## src/bts_pkg.sv

```systemverilog
// Shared types and constants of the bilinear texture sampler.
// No dependencies; all other files but bts_ram refer to it by scoped names.
package bts_pkg;

    // Store geometry: square store of MAX_DIM x MAX_DIM texels, four parity banks.
    localparam int MAX_DIM = 256;
    localparam int IDX_W   = $clog2(MAX_DIM);
    localparam int BANK_AW = 2 * (IDX_W - 1);
    localparam int BANK_DEPTH = 1 << BANK_AW;

    // Channel and texel widths.
    localparam int CH_W    = 16;
    localparam int TEXEL_W = 4 * CH_W;

    // Fixed-point formats.
    localparam int WF      = 8;
    localparam int CF      = 16;
    localparam int COORD_W = CF + 1;
    localparam int SIZE_W  = IDX_W + 1;
    localparam int PROD_W  = COORD_W + SIZE_W;
    localparam int BASE_W  = PROD_W - CF;
    localparam int WGT_W   = 2 * WF + 1;
    localparam int MUL_W   = CH_W + WGT_W;
    localparam int SUM_W   = MUL_W + 2;

    // Operation codes.
    localparam logic OP_WRITE  = 1'b0;
    localparam logic OP_SAMPLE = 1'b1;

    // Register indexes on the configuration port.
    localparam logic [1:0] REG_TEX_WIDTH  = 2'd0;
    localparam logic [1:0] REG_TEX_HEIGHT = 2'd1;
    localparam logic [1:0] REG_LUM_MODE   = 2'd2;

    // Neighbor indices and upper-neighbor weights of both axes.
    typedef struct packed {
        logic [IDX_W-1:0] x0;
        logic [IDX_W-1:0] x1;
        logic [IDX_W-1:0] y0;
        logic [IDX_W-1:0] y1;
        logic [WF-1:0]    a;
        logic [WF-1:0]    b;
    } t_axis;

endpackage

```

## src/bts_coord.sv

```systemverilog
// Coordinate stages: scale by texture size, then offset, clamp and weight extraction.
// Depends on bts_pkg.
module bts_coord (
    input  logic                        i_clk,
    input  logic                        i_en,
    input  logic [bts_pkg::COORD_W-1:0] i_coord_u,
    input  logic [bts_pkg::COORD_W-1:0] i_coord_v,
    input  logic [bts_pkg::SIZE_W-1:0]  i_size_w,
    input  logic [bts_pkg::SIZE_W-1:0]  i_size_h,
    output bts_pkg::t_axis              o_axis
);

    localparam logic [bts_pkg::PROD_W-1:0] HALF = bts_pkg::PROD_W'(1) << (bts_pkg::CF - 1);

    logic [bts_pkg::PROD_W-1:0] r_pu, r_pv, n_pu, n_pv;
    logic [bts_pkg::SIZE_W-1:0] r_sw, r_sh;
    bts_pkg::t_axis             r_axis, n_axis;

    // Per-axis clamp-to-edge neighbor search.
    function automatic logic [2*bts_pkg::IDX_W+bts_pkg::WF-1:0] axis_f(
        input logic [bts_pkg::PROD_W-1:0] p,
        input logic [bts_pkg::SIZE_W-1:0] size
    );
        logic                         below;
        logic [bts_pkg::PROD_W-1:0]   s;
        logic [bts_pkg::BASE_W-1:0]   base;
        logic [bts_pkg::BASE_W:0]     base1;
        logic [bts_pkg::BASE_W-1:0]   lim;
        logic [bts_pkg::IDX_W-1:0]    i0, i1;
        logic [bts_pkg::WF-1:0]       w;
        below = p < HALF;
        s     = below ? p + HALF : p - HALF;
        w     = s[bts_pkg::CF-1 -: bts_pkg::WF];
        base  = s[bts_pkg::PROD_W-1:bts_pkg::CF];
        base1 = {1'b0, base} + 1'b1;
        lim   = bts_pkg::BASE_W'(size - 1'b1);
        if (below) begin
            i0 = '0;
            i1 = '0;
        end else begin
            i0 = (base > lim) ? lim[bts_pkg::IDX_W-1:0] : base[bts_pkg::IDX_W-1:0];
            i1 = (base1 > {1'b0, lim}) ? lim[bts_pkg::IDX_W-1:0]
                                       : base1[bts_pkg::IDX_W-1:0];
        end
        return {i0, i1, w};
    endfunction

    // Stage one: scale the normalized coordinates.
    assign n_pu = bts_pkg::PROD_W'(i_coord_u) * bts_pkg::PROD_W'(i_size_w);
    assign n_pv = bts_pkg::PROD_W'(i_coord_v) * bts_pkg::PROD_W'(i_size_h);

    // Stage two: neighbor indices and weights.
    always_comb begin
        {n_axis.x0, n_axis.x1, n_axis.a} = axis_f(r_pu, r_sw);
        {n_axis.y0, n_axis.y1, n_axis.b} = axis_f(r_pv, r_sh);
    end

    always_ff @(posedge i_clk) begin
        if (i_en) begin
            r_pu   <= n_pu;
            r_pv   <= n_pv;
            r_sw   <= i_size_w;
            r_sh   <= i_size_h;
            r_axis <= n_axis;
        end
    end

    assign o_axis = r_axis;

endmodule

```

## config.mk

```make
export PLATFORM = sky130hd
export DESIGN_NAME = bts_coord
export DESIGN_NICKNAME = d
export VERILOG_FILES = /design/src/bts_pkg.sv /design/src/bts_coord.sv
export SDC_FILE = /design/constraint.sdc
export NUM_CORES = 1
export LEC_CHECK = 0
export ABC_CLOCK_PERIOD_IN_PS = 12200
export BUFFER_PORTS_ARGS = -buffer_cell sky130_fd_sc_hd__buf_2
export CORE_MARGIN = 2
export CORE_UTILIZATION = 50
export CTS_CLUSTER_DIAMETER = 150
export CTS_CLUSTER_SIZE = 14
export DETAILED_ROUTE_END_ITERATION = 10
export PLACE_DENSITY = 0.75
export SLEW_MARGIN = 20
export SYNTH_ARGS = -nofsm -noshare
export SYNTH_HDL_FRONTEND = slang
export SYNTH_SLANG_ARGS = --single-unit
```

## constraint.sdc

```tcl
create_clock -name i_clk -period 12.2 [get_ports i_clk]
set_clock_uncertainty 0.15 [all_clocks]
set_input_delay 1.22 -clock i_clk [delete_from_list [all_inputs] [get_ports i_clk]]
set_output_delay 1.22 -clock i_clk [all_outputs]
set_load 0.01 [all_outputs]
```

# After elaboration in Yosys (flattened, before gate mapping)
# Index checks and enable logic that the tools add are counted.
op_classes:
  addsub: 8
  mul: 2
  magnitude_cmp: 6
  n_mux: 6
ops:
  columns: ["operator", "count"]
  rows:
  - ["26-bit by 16-bit adder with 26-bit output (second input constant)", 2]
  - ["26-bit by 16-bit < comparator with 1-bit output (second input constant)", 2]
  - ["17-bit by 9-bit multiplier with 26-bit output", 2]
  - ["26-bit 2-to-1 mux", 2]
  - ["26-bit by 16-bit subtractor with 26-bit output (second input constant)", 2]
  - ["8-bit 2-to-1 mux", 4]
  - ["10-bit by 1-bit adder with 11-bit output (second input constant)", 2]
  - ["11-bit by 10-bit greater-than comparator with 1-bit output", 2]
  - ["10-bit greater-than comparator", 2]
  - ["9-bit by 1-bit subtractor with 10-bit output (second input constant)", 2]
word_totals:
  regBits: 118
  output_inout_bits: 48
  wordCells: 32

# Longest topological paths before layout
# Gate-level depths: netlist (run 1).
logic_depth:
  ltp_word: 5
  depth_mapped: 19
  depth_no_buf: 18

# Worst setup path after synthesis (run 1)
# OpenSTA, ideal clock, no wires.
synth_path:
  path_type: "input to register"
  from: "in i_size_w[1] (netlist name)"
  to: "reg r_pu[25] (netlist name), data pin"
  setup_time_ns: 0.260
  t_arrival_ns: 5.726
  path_slack_ns: 6.064
  stages: 19
  path_cell_list: "clkbuf_1 clkbuf_1 nand2_1 fa_1 inv_1 fa_1 fa_1 inv_1 fa_1 inv_1 ha_1 a21o_1 nor4b_1 a211o_1 a21oi_1 o21ai_0 o41ai_1 o21ba_2 xnor2_1"
synth_via:
  elab_chain_cells: 1
synth_rtl:
  columns: ["element", "line", "rtl"]
  rows:
  - ["start: declaration", "bts_coord.sv:8", "input logic [bts_pkg::SIZE_W-1:0] i_size_w,"]
  - ["17-bit by 9-bit multiplier with 26-bit output", "bts_coord.sv:49", "assign n_pu = bts_pkg::PROD_W'(i_coord_u) * bts_pkg::PROD_W'(i_size_w);"]
  - ["via n_pu (one bit)", "bts_coord.sv:15", "logic [bts_pkg::PROD_W-1:0] r_pu, r_pv, n_pu, n_pv;"]
  - ["end signal: assignment", "bts_coord.sv:60", "r_pu <= n_pu;"]
  - ["end: declaration", "bts_coord.sv:15", null]
# The timed path passes the listed nets, and every way through them passes these cells.
# A chain may end at the register's enable or synchronous reset.

# Final worst setup path (run 1)
# Same ends and word-level chain as after synthesis.

==> key figures, run 1 <==
Floorplanning
  – Initial Utilization: between 50 and 60%
  – Die area: roughly 0.031 mm2
  – Die width: 175.2 um
  – Die Ht: about 180 um
  – Site row count: 62
  – Top Ports: slightly above 100
  – Core area: ~0.029 mm2

STA
  – Final setup viols: 0
  – Final Critical Period: around 6.2 ns
  – Period Utilization, post-route: about half
  – Post-route setup slack: 6.000 ns
  – Max Slew Vio Count: 0
  – Final Hold Fails: 0
  – Slew headroom: around a third
  – Setup Total Neg Slack: 0 ns
  – Slew @ Worst Pin: 0.9730 ns
  – Fmax: ~160 MHz
  – RSZ-0062 raised after global routing: no

Setup path
  – Crit-path leading delay family: adder cells
  – Buf/Inv on CP: 4
  – CP peak stage delay: about 0.54 ns
  – Worst endpoint required time: 12.17 ns
  – Critical Path, Cell by Cell: buf_2, nand2_1, fa_1, inv_1, fa_1, inv_1, fa_1, inv_1, fa_1, ha_1, a21o_1, a21oi_1, o21ai_1, a41oi_1, o21ai_0, o41ai_1, o21ba_2, xnor2_1
  – CP Capture Type: register
  – Crit path kind: input port to register
  – Startpoint Class: input port
  – Crit path top cell by count: fa_1
  – Worst-path maximum fanout: 18
  – Origin of the worst setup path: i_size_w[1]
  – Arrival time worst endpoint: 6.17 ns
  – CP max-delay cell: fa_1
  – RR Startpoint: r_pv[25]

CTS
  – Total CTS buffers: 9
  – H-tree depth: 3
  – Clk slew on worst S/H paths: around 0.07 ns
  – Post-CTS Setup Inserts: 0
  – CTS-repair resized insts: 0
  – Clk buf depth: 2
  – CTS root buffer: clkbuf_16
  – Worst-Skew Late Latency: roughly 0.37 ns
  – Hold buffer count at CTS: 0
  – CTS tree: built
  – Clock sink count: 102

Power and ir drop
  – Pwr per Cell Area: ~210 mW/mm2
  – Pleak: between 7 and 8 nW
  – Max VDD drop: 0.0001482 V
  – Power Total: roughly 3.3 mW

Detailed routing
  – Starting DRC count in detailed routing: approximately 660
  – WL per Instance: 16.05 um
  – DR vias: ~11000
  – DRT antenna net count: 0
  – Final wirelength: around 32 mm
  – Drt via density: between 5 and 6
  – DRC: 0
  – Drt pass-1 iters: 5

Finish
  – Finished Layout Cells: ~2000
  – Area growth, synth to finish: 7.513%
  – Commonest cells after routing, fill and taps aside: 290 x inv_1, 210 x fa_1, 176 x nand2_1
  – Share of layout cells above drive strength 1: between 8 and 9%
  – Filler cells: around 2500
  – Commonest non-fill, non-tap cell in the layout: inv_1
  – Nets: 1997

Global routing
  – Vias in the first global route: approximately 11000
  – GRT Util Overall: about 22%
  – First-pass GRT wire length: 54.65 mm
  – GRT overflow: 0
  – Initial antenna violation count: 3
  – Largest net degree at the start of global routing: 69

Synth
  – Register area share after synthesis: a little over a fifth
  – EDFF count, synth: between 100 and 150
  – Post-synth cell types: slightly above 70
  – Flops & latches, synth: a little over 100
  – Yosys warnings: 0
  – Syn_area_per_cell: approximately 9.6 um2
  – Leading area contributor after synthesis: fa_1
  – Mapped Nets: 1928
  – Synth area leaders: fa_1 29%, edfxtp_1 21%, ha_1 11%
  – Cells after synthesis: between 1500 and 2000
  – Share of the synthesized area in the top cell type: approximately 29%
  – Ys async rst share: 0%
  – Mapped cell area: 0.01466 mm2
  – Most used DFF post-synth: edfxtp_1

Job
  – Max-cap violations: 0

Placed design
  – GP Congestion: roughly 0.9
  – DP HPWL: 25.19 mm
  – Port Buffers: between 100 and 150
  – Dpl cells: 1974
  – Post-Place Worst Slack: between 5 and 6 ns

Worst hold path
  – HP Start: r_pv[11]
  – Hold WC Path Type: register to register

Run status
  – Status: completed
-- final timing paths --
path,endpoint,slack [ns],cells past startpoint
setup / recovery,r_pu[25],6.00,18
hold / removal,o_axis[3],0.27,0
setup reg to reg,o_axis[16],6.99,13
hold reg to reg,o_axis[3],0.27,0
-- Yosys cell counts, types with 15 or more instances --
master and instances:
inv_1 290, fa_1 210, nand2_1 176, and2_1 163
ha_1 132, edfxtp_1 102, nor2_1 57, nor3_1 49
xnor2_1 42, clkbuf_1 41, a211oi_1 26, a21oi_1 26
xor2_1 20, nand3_1 17, o21ai_0 17, o21a_1 15
-- where the power goes --
group	total, mW	internal [mW]	switching [mW]
registers	0.703	0.627	0.0753
clock network	0.286	0.140	0.146
logic	2.26	0.957	1.30
-- flip-flops by register name, summed over array words and instances, names as in the netlist --
signal,flops
r_pv,18
r_pu,18
r_sh,9
o_axis,48
r_sw,9
-- stage by stage --
step	area [um2]	hold slack, ns	util, %
5_1_grt	15750	0.2809	54.74
3_3_place_gp	15470	0.2518	53.76
4_1_cts	15750	0.2724	54.72
2_1_floorplan	14660	0.2503	-
3_5_place_dp	15470	0.2545	53.76
6_report	15760	0.2733	54.75
-- routing by layer --
layer  share of wire, %  global-route usage, %
met1                 45                  29.63
met2                 47                  36.76
met3                5.7                  3.960
met4                2.2                  6.285
met5              0.044                      0
-- cell type report --
cell class / count / area, um2 / share of cell area (%)
Multi-Input combinational cell: 1096 / 10330 / 65.58
Sequential cell: 102 / 3063 / 19.44
Inverter: 290 / 1089 / 6.909
Timing Repair Buffer: 102 / 515.5 / 3.272
Tap cell: 384 / 480.5 / 3.049
Clock buffer: 9 / 225.2 / 1.429
Clock inverter: 7 / 48.80 / 0.3097
Antenna cell: 1 / 2.502 / 0.01588
-- kinds of logic (layout without fill, tap and decap cells) --
group / Yosys count / count (layout) / synth area share (%)
simple gates: 533 / 533 / 18.95
mux: 10 / 10 / 0.7001
xor+xnor: 62 / 62 / 3.705
flops: 102 / 102 / 20.90
compound gates: 149 / 149 / 7.146
fa+ha+maj: 342 / 342 / 39.96
other cells: 0 / 1 / 0
buf+inv: 334 / 408 / 8.640
-- worst register-to-register path: cells and delay by family, from the launching register on --
family | cells | cell delay (ns)
AO/OA/AOI/OAI | 3 | 1.13
AND/OR/NAND/NOR | 6 | 2.29
XOR/XNOR | 2 | 0.41
adder cells (fa/ha/maj) | 2 | 0.57
flip-flops | 1 | 0.46
No activity file was read; power rests on OpenSTA's default activity.
==> inputs of run 2 (changes only) <==
Settings changed: ABC_CLOCK_PERIOD_IN_PS 12200 to 5100, PLACE_DENSITY 0.75 to 0.78.
Clock period 12.2 ns to 5.1 ns, I/O delays scaled along.
==> key figures, run 2 (synthesis results as in run 1) <==
Finish
  – Fin area: 0.01695 mm2 (+7.6%)
  – Commonest cells after routing, fill and taps aside: 290 x inv_1, 209 x fa_1, 176 x nand2_1
  – Share of layout cells above drive strength 1: 16.43% (+7.8 points)
  – Sequential Area: 0.003063 mm2 (unchanged)
  – Area growth, synth to finish: 15.68%
  – Commonest non-fill, non-tap cell in the layout: inv_1
  – Area of the multi-input gates: 0.01046 mm2 (+1.2%)
  – Filler cells: 2417 (-4.3%)
  – Nets: 2126 (+6.5%)
  – Max FFs per register: 48 (unchanged)
  – Finished Layout Cells: 2120 (+6.5%)

Global routing
  – First-pass GRT wire length: 55.90 mm (+2.3%)
  – Largest net degree at the start of global routing: 68 (-1.4%)
  – GRT Util Overall: 22.44% (+0.37 points)
  – Vias in the first global route: 11820 (+5.4%)
  – GRT overflow: 0 (unchanged)
  – Initial antenna violation count: 3 (unchanged)

Setup path
  – CP max-delay cell: fa_1
  – Crit path top cell by count: fa_1
  – CP peak stage delay: 0.51 ns (-0.03 ns)
  – Startpoint Class: input port
  – Worst-path maximum fanout: 10 (-8)
  – RR Startpoint: r_pv[25]
  – CP Capture Type: register
  – Worst reg2reg path depth: 12 (-1)
  – Crit path kind: input port to register
  – Critical Path, Cell by Cell: clkbuf_4, buf_4, and2_1, fa_1, fa_1, fa_1, inv_1, fa_1, inv_1, ha_1, and3_1, and3_1, a32o_1, nor2_4, a211oi_2, or3_4, a21oi_2, xnor2_1
  – R2R Setup Slk: 0.26 ns (-6.73 ns)
  – Worst endpoint required time: 5.05 ns (-7.12 ns)
  – R2r endpoint: o_axis[16]
  – Arrival time worst endpoint: 4.91 ns (-1.26 ns)

Job
  – Max-cap violations: 0 (unchanged)

STA
  – Period Utilization, post-route: approximately 97%
  – Final setup viols: 0 (unchanged)
  – Slew headroom: 42.50% (+7.7 points)
  – Fmax: approximately 200 MHz
  – Slew @ Worst Pin: 0.8610 ns (-0.1120 ns)
  – Final Critical Period: 4.955 ns
  – Max Slew Vio Count: 0 (unchanged)
  – Final Hold Fails: 0 (unchanged)

CTS
  – Clock sink count: 102 (unchanged)
  – Clk buf depth: 2 (unchanged)
  – Total CTS buffers: 9 (unchanged)
  – Worst-Skew Late Latency: 0.36 ns (about the same)
  – H-tree depth: 3 (unchanged)
  – Clk slew on worst S/H paths: 0.07 ns (about the same)
  – CTS root buffer: clkbuf_16
  – CTS tree: built
  – Hold buffer count at CTS: 0 (unchanged)

Power and ir drop
  – Power Total: 8.709 mW (+170%)
  – Max VDD drop: 0.0003311 V (+120%)
  – Pleak: 8.206 nW (+9.2%)
  – Pwr per Cell Area: 513.7 mW/mm2 (+150%)

Placed design
  – Port Buffers: 101 (unchanged)
  – Dpl cell area: 0.01657 mm2 (+7.1%)
  – DP HPWL: 27.07 mm (+7.5%)
  – Dpl cells: 2102 (+6.5%)
  – GP Congestion: 0.9226 (+5.3%)

Detailed routing
  – Starting DRC count in detailed routing: 665 (+0.45%)
  – DR vias: 11230 (+4.6%)
  – WL per Instance: 15.34 um (-4.4%)
  – Drt pass-1 iters: 4 (-1)
  – DRT antenna net count: 0 (unchanged)
  – DRC: 0 (unchanged)
  – Drt via density: 5.295 (-1.7%)
  – Final wirelength: 32.53 mm (+1.8%)

Worst hold path
  – Hold Path End: o_axis[14]
  – Hold WC Path Type: register to register
  – HP Start: r_pu[14]
  – WHS Path Cells: 0 (unchanged)

Floorplanning
  – Core area: 0.02878 mm2 (unchanged)
  – Die width: 175.2 um (unchanged)
  – Die Ht: 175.2 um (unchanged)
  – Top Ports: 102 (unchanged)
  – Site row count: 62 (unchanged)
  – Die area: 0.03070 mm2 (unchanged)
  – Initial Utilization: 50.92% (unchanged)

Run status
  – Status: completed
run 2: changes by cell type in the layout (fill, tap and decap cells not counted), moves of 2 or more:
cell	change
clkinvlp_4	-2
ha_4	+4
clkbuf_4	+4
nor3_2	+2
buf_4	+124
buf_12	+5
o21ai_0	-3
o21ai_2	+2
buf_2	-4
inv_6	+2
ha_1	-4
run 2: through the flow:
| step | hold WS (ns) | setup TNS, ns | worst slack [ns] | utilization [%] |
|---|---|---|---|---|
| 2_1_floorplan | 0.2503 | 0 | 0.01284 | - |
| 3_3_place_gp | 0.2515 | -1.791 | -0.2577 | 57.59 |
| 3_5_place_dp | 0.2545 | -3.504 | -0.3490 | 57.59 |
| 4_1_cts | 0.2710 | 0 | 0.01464 | 58.64 |
| 5_1_grt | 0.2775 | -0.03512 | -0.01566 | 58.91 |
| 6_report | 0.2697 | 0 | 0.1447 | 58.91 |
run 2: how the worst max path moves through the flow:
| stage | slack (ns) | to | startpoint |
|---|---|---|---|
| finish | 0.14 | r_pv[24] | i_size_h[3] |
| global route | -0.02 | r_pv[24] | i_coord_v[7] |
| CTS | 0.01 | r_pv[24] | i_size_h[3] |
| detailed placement | -0.35 | r_pv[24] | i_size_h[3] |
| global placement | -0.26 | r_pv[24] | i_size_h[3] |
| floorplan | 0.01 | r_pu[25] | i_size_w[1] |
run 2: final cells by class:
| cell class | instances | share of cell area, % |
|---|---|---|
| Multi-Input combinational cell | 1096 | 61.70 |
| Sequential cell | 102 | 18.07 |
| Timing Repair Buffer | 231 | 9.181 |
| Inverter | 290 | 6.421 |
| Tap cell | 384 | 2.834 |
| Clock buffer | 10 | 1.351 |
| Clock inverter | 6 | 0.4280 |
| Antenna cell | 1 | 0.01476 |
run 2: report_power, final:
group | internal [mW] | switching [mW]
Clock | 0.390 | 0.337
Combinational | 2.95 | 3.34
Sequential | 1.50 | 0.189
run 2: critical path, delay by kind of cell:
family	cells	cell delay, ns
AOI/OAI and AO/OA	3	0.50
xor gates and xnor gates	1	0.08
adders and majority gates	5	2.26
buffers and inverters	4	0.44
and+or+nand+nor	5	1.12
run 2: what timing repair did:
item / 4_1_cts / 5_1_grt
setup buffers: 0 / 1
hold endpoints to repair: 0 / 0
gates resized for setup: 0 / 15
setup endpoints to repair: 0 / 14
run 2: per-layer routing:
layer	GRT usage [%]	part of all wire (%)	vias to the layer above
met5	0	0.077	-
met4	6.493	2.0	4
met3	2.981	5.0	65
met2	38.30	49	286
met1	29.95	44	5561
li1	-	-	5309
==> inputs of run 3 (changes only) <==
==> constraint.sdc (replaced) <==
create_clock -name i_clk -period 5.1 [get_ports i_clk]
set_clock_uncertainty 0.15 [all_clocks]
set_input_delay 1.02 -clock i_clk [delete_from_list [all_inputs] [get_ports i_clk]]
set_output_delay 1.02 -clock i_clk [all_outputs]
set_load 0.01 [all_outputs]
==> key figures, run 3 (synthesis results as in run 1) <==
Detailed routing
  – Starting DRC count in detailed routing: 725 (+9.0%)
  – DRC: 0 (unchanged)
  – Drt via density: 5.359 (+1.2%)
  – DR vias: 11730 (+4.5%)
  – Drt pass-1 iters: 5 (+1)
  – DRT antenna net count: 0 (unchanged)
  – WL per Instance: 16.54 um (+7.8%)
  – Final wirelength: 36.19 mm (+11%)

Placed design
  – DP HPWL: 27.58 mm (+1.9%)
  – Post-Place Worst Slack: -0.6845 ns (-0.3355 ns)
  – Dpl cells: 2130 (+1.3%)
  – Port Buffers: 101 (unchanged)
  – GP Congestion: 0.8937 (-3.1%)

Setup path
  – Startpoint Class: input port
  – Buf/Inv on CP: 6 (+2)
  – Critical Path, Cell by Cell: buf_4, and2_1, fa_1, fa_1, fa_1, inv_1, fa_1, inv_2, ha_4, and3_4, and3_4, a32o_2, nor2_4, buf_4, buf_6, a21oi_4, a21o_1, buf_4, xor2_2
  – Worst endpoint required time: 5.05 ns (about the same)
  – Worst-path maximum fanout: 9 (-1)
  – CP max-delay cell: fa_1
  – CP Capture Type: register
  – Arrival time worst endpoint: 5.25 ns (+0.34 ns)
  – Crit path top cell by count: fa_1
  – Crit-path leading delay family: adder cells
  – Crit path kind: input port to register
  – CP peak stage delay: 0.56 ns (+0.05 ns)

Global routing
  – First-pass GRT wire length: 57.35 mm (+2.6%)
  – GRT overflow: 0 (unchanged)
  – Vias in the first global route: 12090 (+2.3%)
  – GRT Util Overall: 22.98% (+0.55 points)
  – Initial antenna violation count: 0 (-3)
  – Largest net degree at the start of global routing: 74 (+8.8%)

CTS
  – Clock sink count: 102 (unchanged)
  – CTS root buffer: clkbuf_16
  – Clk slew on worst S/H paths: 0.07 ns (about the same)
  – Clk buf depth: 2 (unchanged)
  – Hold buffer count at CTS: 0 (unchanged)
  – Total CTS buffers: 9 (unchanged)
  – CTS tree: built
  – H-tree depth: 3 (unchanged)
  – Worst-Skew Late Latency: 0.36 ns (about the same)

Floorplanning
  – Top Ports: 102 (unchanged)
  – Die width: 175.2 um (unchanged)
  – Die Ht: 175.2 um (unchanged)
  – Die area: 0.03070 mm2 (unchanged)
  – Site row count: 62 (unchanged)
  – Core area: 0.02878 mm2 (unchanged)
  – Initial Utilization: 50.92% (unchanged)

STA
  – Slew @ Worst Pin: 0.9180 ns (+0.05703 ns)
  – Fmax: 189.0 MHz (-6.4%)
  – Final Critical Period: 5.292 ns (+0.3362 ns)
  – Final setup viols: 13 (+13)
  – Period Utilization, post-route: 103.8% (+6.6 points)
  – Max Slew Vio Count: 0 (unchanged)
  – Slew headroom: 38.80% (-3.7 points)
  – Final Hold Fails: 0 (unchanged)
  – RSZ-0062 raised after global routing: yes
  – Post-route setup slack: -0.1915 ns (-0.3362 ns)

Finish
  – Filler cells: 2100 (-13%)
  – Diode count: 0 (-1)
  – Sequential Area: 0.003063 mm2 (unchanged)
  – Area of the multi-input gates: 0.01113 mm2 (+6.4%)
  – Nets: 2195 (+3.2%)
  – Commonest cells after routing, fill and taps aside: 260 x inv_1, 197 x fa_1, 173 x buf_4
  – Share of layout cells above drive strength 1: 27.72% (+11 points)
  – Max FFs per register: 48 (unchanged)
  – Area growth, synth to finish: 26.36%
  – Commonest non-fill, non-tap cell in the layout: inv_1
  – Finished Layout Cells: 2188 (+3.2%)

Worst hold path
  – Hold WC Path Type: register to register

Run status
  – Failing checks: setup timing
  – Status: complete, but fails checks

Power and ir drop
  – Pwr per Cell Area: 568.6 mW/mm2 (+11%)
  – Power Total: 10.53 mW (+21%)
  – Pleak: 8.748 nW (+6.6%)
  – Max VDD drop: 0.0004018 V (+21%)

Job
  – Max-cap violations: 0 (unchanged)
-- run 3: worst paths after layout --
path                            cells after the start  slack (ns)   startpoint    endpoint
worst min register to register                      0        0.27     r_pv[14]   o_axis[6]
worst min-delay path                                0        0.27     r_pv[14]   o_axis[6]
worst max register to register                     13        0.38     r_pv[25]  o_axis[23]
worst max-delay path                               19       -0.19  i_size_h[3]    r_pv[21]
-- run 3: power breakdown --
group	internal, mW	switching (mW)
clock network	0.347	0.338
logic	3.96	4.20
registers	1.50	0.190
-- run 3: timing repair --
action	4_1_cts	5_1_grt
buffers inserted	23	20
resized for setup	122	125
endpoints found under the setup margin	20	21
pin swaps	61	68
-- run 3: area by class of cell --
type / instances / area share, %
timing repair buffer: 300 / 13.26
tap: 384 / 2.594
clock inverter: 7 / 0.3986
clock buffer: 9 / 1.216
inverter: 290 / 5.878
sequential: 102 / 16.54
multi-input combinational: 1096 / 60.11
-- run 3: metrics by stage --
| stage | area, um2 | hold slack [ns] | TNS [ns] | utilization, % |
|---|---|---|---|---|
| detailed placement | 16990 | 0.2580 | -13.08 | 59.03 |
| global placement | 16990 | 0.2525 | -10.03 | 59.03 |
| floorplan | 15140 | 0.2503 | -2.437 | - |
| CTS | 17910 | 0.2753 | -0.1983 | 62.22 |
| finish | 18520 | 0.2742 | -1.172 | 64.35 |
| global route | 18520 | 0.2764 | -3.076 | 64.35 |
-- run 3: worst reg2reg max path, cell delays in order, from the launching register on --
cell and delay (ns):
edfxtp_1 0.46, or4_1 0.70, nor3_2 0.27, xnor2_1 0.21, ha_1 0.29, nand2_1 0.09
or4b_4 0.58, xnor2_1 0.16, ha_1 0.31, nand3_1 0.12, a221o_1 0.31, a21oi_1 0.52
nor3_1 0.11, a211oi_1 0.27
-- run 3: routing by layer --
layer / vias to the layer above / GRT usage (%) / wire length, um
met5: - / 0 / 0
met4: 0 / 5.313 / 801
met3: 72 / 2.937 / 1647
met2: 337 / 40.98 / 18420
met1: 5870 / 29.80 / 15320
li1: 5447 / - / -
